`config.mk`:
```
export PLATFORM = sky130hd
export DESIGN_NAME = ckbc_cfg_regs
export DESIGN_NICKNAME = d
export VERILOG_FILES = /design/src/sv/ckbc_pkg.sv /design/src/sv/ckbc_cfg_regs.sv
export SDC_FILE = /design/constraint.sdc
export NUM_CORES = 1
export LEC_CHECK = 0
export BUFFER_PORTS_ARGS = -buffer_cell sky130_fd_sc_hd__buf_2
export CORE_MARGIN = 10
export CORE_UTILIZATION = 48
export DETAILED_ROUTE_END_ITERATION = 8
export GPL_TIMING_DRIVEN = 0
export PLACE_DENSITY = 0.78
export SLEW_MARGIN = 20
export SYNTH_ARGS = -nofsm -noshare
export SYNTH_HDL_FRONTEND = slang
export SYNTH_SLANG_ARGS = --single-unit
```
`constraint.sdc`:
```
create_clock -name aclk -period 1.3 [get_ports aclk]
set_input_delay 0.26 -clock aclk [delete_from_list [all_inputs] [get_ports aclk]]
set_output_delay 0.26 -clock aclk [all_outputs]
set_load 0.1 [all_outputs]
```
`src/sv/ckbc_pkg.sv`:
```
// Shared types and constants for the counter keystream byte cipher.
// No dependencies; every other file imports this package.
package ckbc_pkg;

    // Finalizer mixing constants
    localparam logic [63:0] MURMUR_C1 = 64'hFF51AFD7ED558CCD;
    localparam logic [63:0] MURMUR_C2 = 64'hC4CEB9FE1A85EC53;
    localparam logic [63:0] SPLIT_C1  = 64'hBF58476D1CE4E5B9;
    localparam logic [63:0] SPLIT_C2  = 64'h94D049BB133111EB;
    localparam logic [63:0] XSTAR_C   = 64'h2545F4914F6CDD1D;
    localparam logic [63:0] MUL_ONE   = 64'd1;

    // Register stages from input word to output register
    localparam int unsigned NUM_STAGES = 8;

    localparam int unsigned CFG_INDEX_W = 3;

    // Configuration register indexes
    typedef enum logic [CFG_INDEX_W-1:0] {
        CFG_VARIANT = 3'd0,
        CFG_KEY     = 3'd1,
        CFG_MULT    = 3'd2,
        CFG_COMBINE = 3'd3,
        CFG_DECRYPT = 3'd4
    } cfg_index_t;

    // Finalizer selection; the unused code behaves as murmur
    typedef enum logic [1:0] {
        FIN_MURMUR = 2'd0,
        FIN_SPLIT  = 2'd1,
        FIN_XSTAR  = 2'd2
    } fin_variant_t;

    // Configuration as seen by the datapath
    typedef struct packed {
        logic [1:0]  variant;
        logic [63:0] base_key;
        logic [63:0] step_mult;
        logic        combine_add;
        logic        decrypt;
    } cfg_t;

endpackage

```
`src/sv/ckbc_cfg_regs.sv`:
```
// Configuration register file of the keystream cipher.
// Depends on ckbc_pkg for register indexes and the cfg_t bundle.
module ckbc_cfg_regs import ckbc_pkg::*; (
    input  logic                   aclk,
    input  logic                   aresetn,
    input  logic                   cfg_valid,
    output logic                   cfg_ready,
    input  logic [CFG_INDEX_W-1:0] cfg_index,
    input  logic [63:0]            cfg_data,
    output cfg_t                   cfg
);

    cfg_t cfg_reg;
    cfg_t cfg_next;

    assign cfg_ready = 1'b1;
    assign cfg          = cfg_reg;

    // Decode the write index; unknown indexes drop the word
    always_comb begin
        cfg_next = cfg_reg;
        if (cfg_valid) begin
            unique case (cfg_index)
                CFG_VARIANT: cfg_next.variant     = cfg_data[1:0];
                CFG_KEY:     cfg_next.base_key    = cfg_data;
                CFG_MULT:    cfg_next.step_mult   = cfg_data;
                CFG_COMBINE: cfg_next.combine_add = cfg_data[0];
                CFG_DECRYPT: cfg_next.decrypt     = cfg_data[0];
                default:     cfg_next = cfg_reg;
            endcase
        end
    end

    always_ff @(posedge aclk) begin
        if (!aresetn) begin
            cfg_reg.variant     <= FIN_MURMUR;
            cfg_reg.base_key    <= 64'd0;
            cfg_reg.step_mult   <= 64'd1;
            cfg_reg.combine_add <= 1'b0;
            cfg_reg.decrypt     <= 1'b0;
        end else begin
            cfg_reg <= cfg_next;
        end
    end

endmodule

```
Word level (Yosys, flattened, before mapping)
Cells that the tools add are included.
{ "word_totals": {"regBits": 132, "out_inout_bits": 133, "wordCells": 15} }
{ "op_classes": {"eq_ne": 4, "reduce_logical": 6} }
{ "op_table": {"columns": ["operator", "count"], "rows": [
  ["2-bit AND reduction", 5],
  ["3-bit by 2-bit equality test with 1-bit output (second input constant)", 2],
  ["3-bit by 1-bit equality test with 1-bit output (second input constant)", 1],
  ["3-bit equality test (second input constant)", 1],
  ["3-bit zero test", 1]
]} }

Depth between registers and ports, before layout
{ "logic_depth": {"word_depth": 2, "mapped_depth": 5} }

Worst setup path before layout
No wires, ideal clock.
{ "synth_timing": {"path_kind": "register -> register", "from": "register, netlist name cfg[10]", "to": "register cfg_reg, in the netlist cfg[10]", "setup_time_ps": 72, "arrival_ps": 1158, "setup_slack_ps": 70, "path_stages_with_launch": 3, "path_buffers": 0, "period_less_slack_ps": 1230, "path_cell_list": "dfxtp_1 nand2_1 mux2i_1"} }
{ "synth_lines": {"columns": ["element", "line", "text"], "rows": [
  ["end signal: assignment", "ckbc_cfg_regs.sv:42", "cfg_reg <= cfg_next;"],
  ["end: declaration", "ckbc_cfg_regs.sv:13", "cfg_t cfg_reg;"]
]} }

==> metrics.txt <==
Netlist Area Pre-Place 4990 sq um; Syn Inst Count 504; Synth area leader dfxtp_1; largest net degree at the start of global routing 17; Starting Density 0.488; Area contributors post-synth dfxtp_1 53%, mux2i_1 26%, nand2_1 15%; Hold Path Depth 3; Critical path origin aresetn; Hold WC Path Type in2reg; Pre-Repair DR Iteration Count 5; reg2reg start cfg[104]$_SDFFE_PN0P_; setup TNS -1.35 ns; Synthesized Nets 574; number of flip-flops in the largest register 132; CP Launch Type primary input; period utilisation layout 1.09; crit path max fanout 10; Yosys cell types 14; worst hold start cfg_data[59]; mux cell area share after synthesis 0.265; overall routing resource usage 0.276; clk root buf clkbuf_8; die width 122 um; Clock power frac 0.464; Place WS -0.229 ns; num ports 203; Gate power share 0.156; power consumption 11.1 mW; initial antenna violation count 4; max-cap viol count 0; number of global-route vias before repair 5425; FF+latch count, synth 132; DRC violations left 0; RSZ-0062 raised after global routing yes; NetSw 3.20 mW; adder-cell share of the synthesized area 0; slack of the critical path -0.111 ns; layout cells sized above 1 0.545; Switching Share 0.288; combinational family with the most area after synthesis multiplexers; routability congestion estimate 0.767; R2R Path End cfg[104]$_SDFFE_PN0P_; Final Slew Violations 0; vias post-DR 5304; Antenna Violating Nets Remaining 0; Longest Clk Path Bufs 2; Rel. slew slack 0.528; first-pass GRT wire length 31900 um; core area 10200 sq um; CTS tree done; P&R area growth vs syn 91.7%; WP data arrival 1.80 ns; DR WL/cell 25.8 um; port bufs 200; grt total ovfl 0; Post-DP HPWL 10900 um; Total Nets Final 864; outcome finished, violations left; Leak Pwr 4.31 nW; Yosys top cell area share 0.529; internal power 7.92 mW; area fraction in compound gates after synthesis 0; YS warnings 0; worst-case reg-to-reg path depth 3; endpoints failing setup 101; placed cells 840; Num CTS Buffers 17; simple-gate area share of the yosys netlist 0.159; CTS sink cnt 132; row cnt 37; Max VDD drop 1.12 mV; Fin. Hold Viols 0; measured slew at the worst slew-check pin 0.698 ns; routed vias/inst 5.60; Max Clk Rate 709 MHz; failing checks negative setup slack; Starting DRT DRC Count 450; R2R Setup Slk 0.25 ns; fin crit period 1.41 ns; H-tree levels 4; final wirelength 24400 um; skew final 0 ns; sequential share of power 0.380; die area 14900 sq um; Mapped Avg Cell Area 9.91 sq um; sequential fraction of the synthesis area 0.529; pwr dens 1160 nW/um^2; Worst Hold Path EP cfg[61]$_SDFFE_PN0P_; WS Path Type in2reg; Final Hold Slack 0.0223 ns; Setup crit end kind flop; Worst Path Required 1.69 ns; Clock Latency Late Sink 0.50 ns; XOR/XNOR Fraction of Synth Area 0; height of the die 122 um; Reg clk slew, reported paths 0.07 ns; Layout Cells excl Fill 947
[power groups by stage]
| stage | Clock (mW) | Sequential [mW] | Combinational (mW) |
|---|---|---|---|
| 6_report | 5.15 | 4.23 | 1.74 |
| 5_1_grt | 5.30 | 4.23 | 1.78 |
| 4_1_cts | 5.01 | 4.25 | 1.61 |
| 3_5_place_dp | 0 | 4.27 | 1.27 |
| 3_3_place_gp | 0 | 4.26 | 1.25 |
| 2_1_floorplan | 0 | 4.91 | 0.327 |
[worst max-delay path, stage by stage]
cell	delay [ns]
buf_2	0.20
buf_2	0.27
clkbuf_1	0.48
nand2_1	0.24
mux2i_1	0.33
[final cells by class]
type                       count  area, sq um
buffer                        37          229
sequential                   132         2860
fill                         295          659
clock buffer                  20          435
tap                          136          170
timing repair buffer         271         3560
clock inverter                12          180
antenna                        4         10.0
multi-input combinational    335         2120
[cells in the final DEF, fill, tap and decap left out]
master / synthesis / layout
buf_6: 6 / 6
mux2i_1: 132 / 132
clkinv_2: 0 / 2
diode_2: 0 / 4
nor2b_1: 2 / 2
clkinv_4: 0 / 4
conb_1: 1 / 1
and4bb_1: 1 / 1
buf_2: 12 / 80
bufinv_16: 0 / 4
dfxtp_4: 0 / 22
nand4b_1: 1 / 1
nand4bb_1: 1 / 1
buf_4: 8 / 60
dfxtp_2: 0 / 110
buf_12: 0 / 132
nand2_1: 195 / 195
clkbuf_8: 0 / 2
dlygate4sd3_1: 0 / 19
clkbuf_16: 0 / 16
clkbuf_1: 11 / 13
clkinvlp_4: 0 / 2
nor4bb_1: 1 / 1
nor4b_1: 1 / 1
[worst max path at each step]
| stage | slack (ns) | endpoint |
|---|---|---|
| 2_1_floorplan | 0.07 | cfg[10]$_SDFFE_PN0P_ |
| 3_3_place_gp | -0.19 | cfg[96]$_SDFFE_PN0P_ |
| 3_5_place_dp | -0.23 | cfg[117]$_SDFFE_PN0P_ |
| 4_1_cts | -0.04 | cfg[93] |
| 5_1_grt | -0.07 | cfg[104]$_SDFFE_PN0P_ |
| 6_report | -0.11 | cfg[104]$_SDFFE_PN0P_ |
[routing by layer]
metal  global-route usage  vias to the layer above  share of wire
met2                0.521                      355           0.53
li1                     -                     2234              -
met4                0.134                        0          0.064
met1                0.263                     2605           0.33
met3               0.0879                      110          0.078
met5                    0                        -              0
[metrics by stage]
step           cell area, sq um   util
2_1_floorplan              4990      -
3_3_place_gp               6160  0.602
3_5_place_dp               6160  0.602
4_1_cts                    9220  0.902
5_1_grt                    9570  0.936
6_report                   9570  0.936
[cell families after synthesis]
logic type | count (synthesis)
multiplexers | 132
flip-flops | 132
AND/OR/NAND/NOR | 202
buffers and inverters | 37
other | 1
[synthesized netlist by cell type]
cell type and n:
nand2_1 195, dfxtp_1 132, mux2i_1 132, buf_2 12
clkbuf_1 11, buf_4 8, buf_6 6, nor2b_1 2
and4bb_1 1, conb_1 1, nand4b_1 1, nand4bb_1 1
nor4b_1 1, nor4bb_1 1
[timing repair]
item,CTS,global route
hold buffers,19,0
pin swaps,0,0
buffers inserted,14,38
hold endpoints to repair,27,0
gates resized for setup,661,21
setup endpoints to repair,132,132
Note: power is estimated with default switching activity, not from simulation.
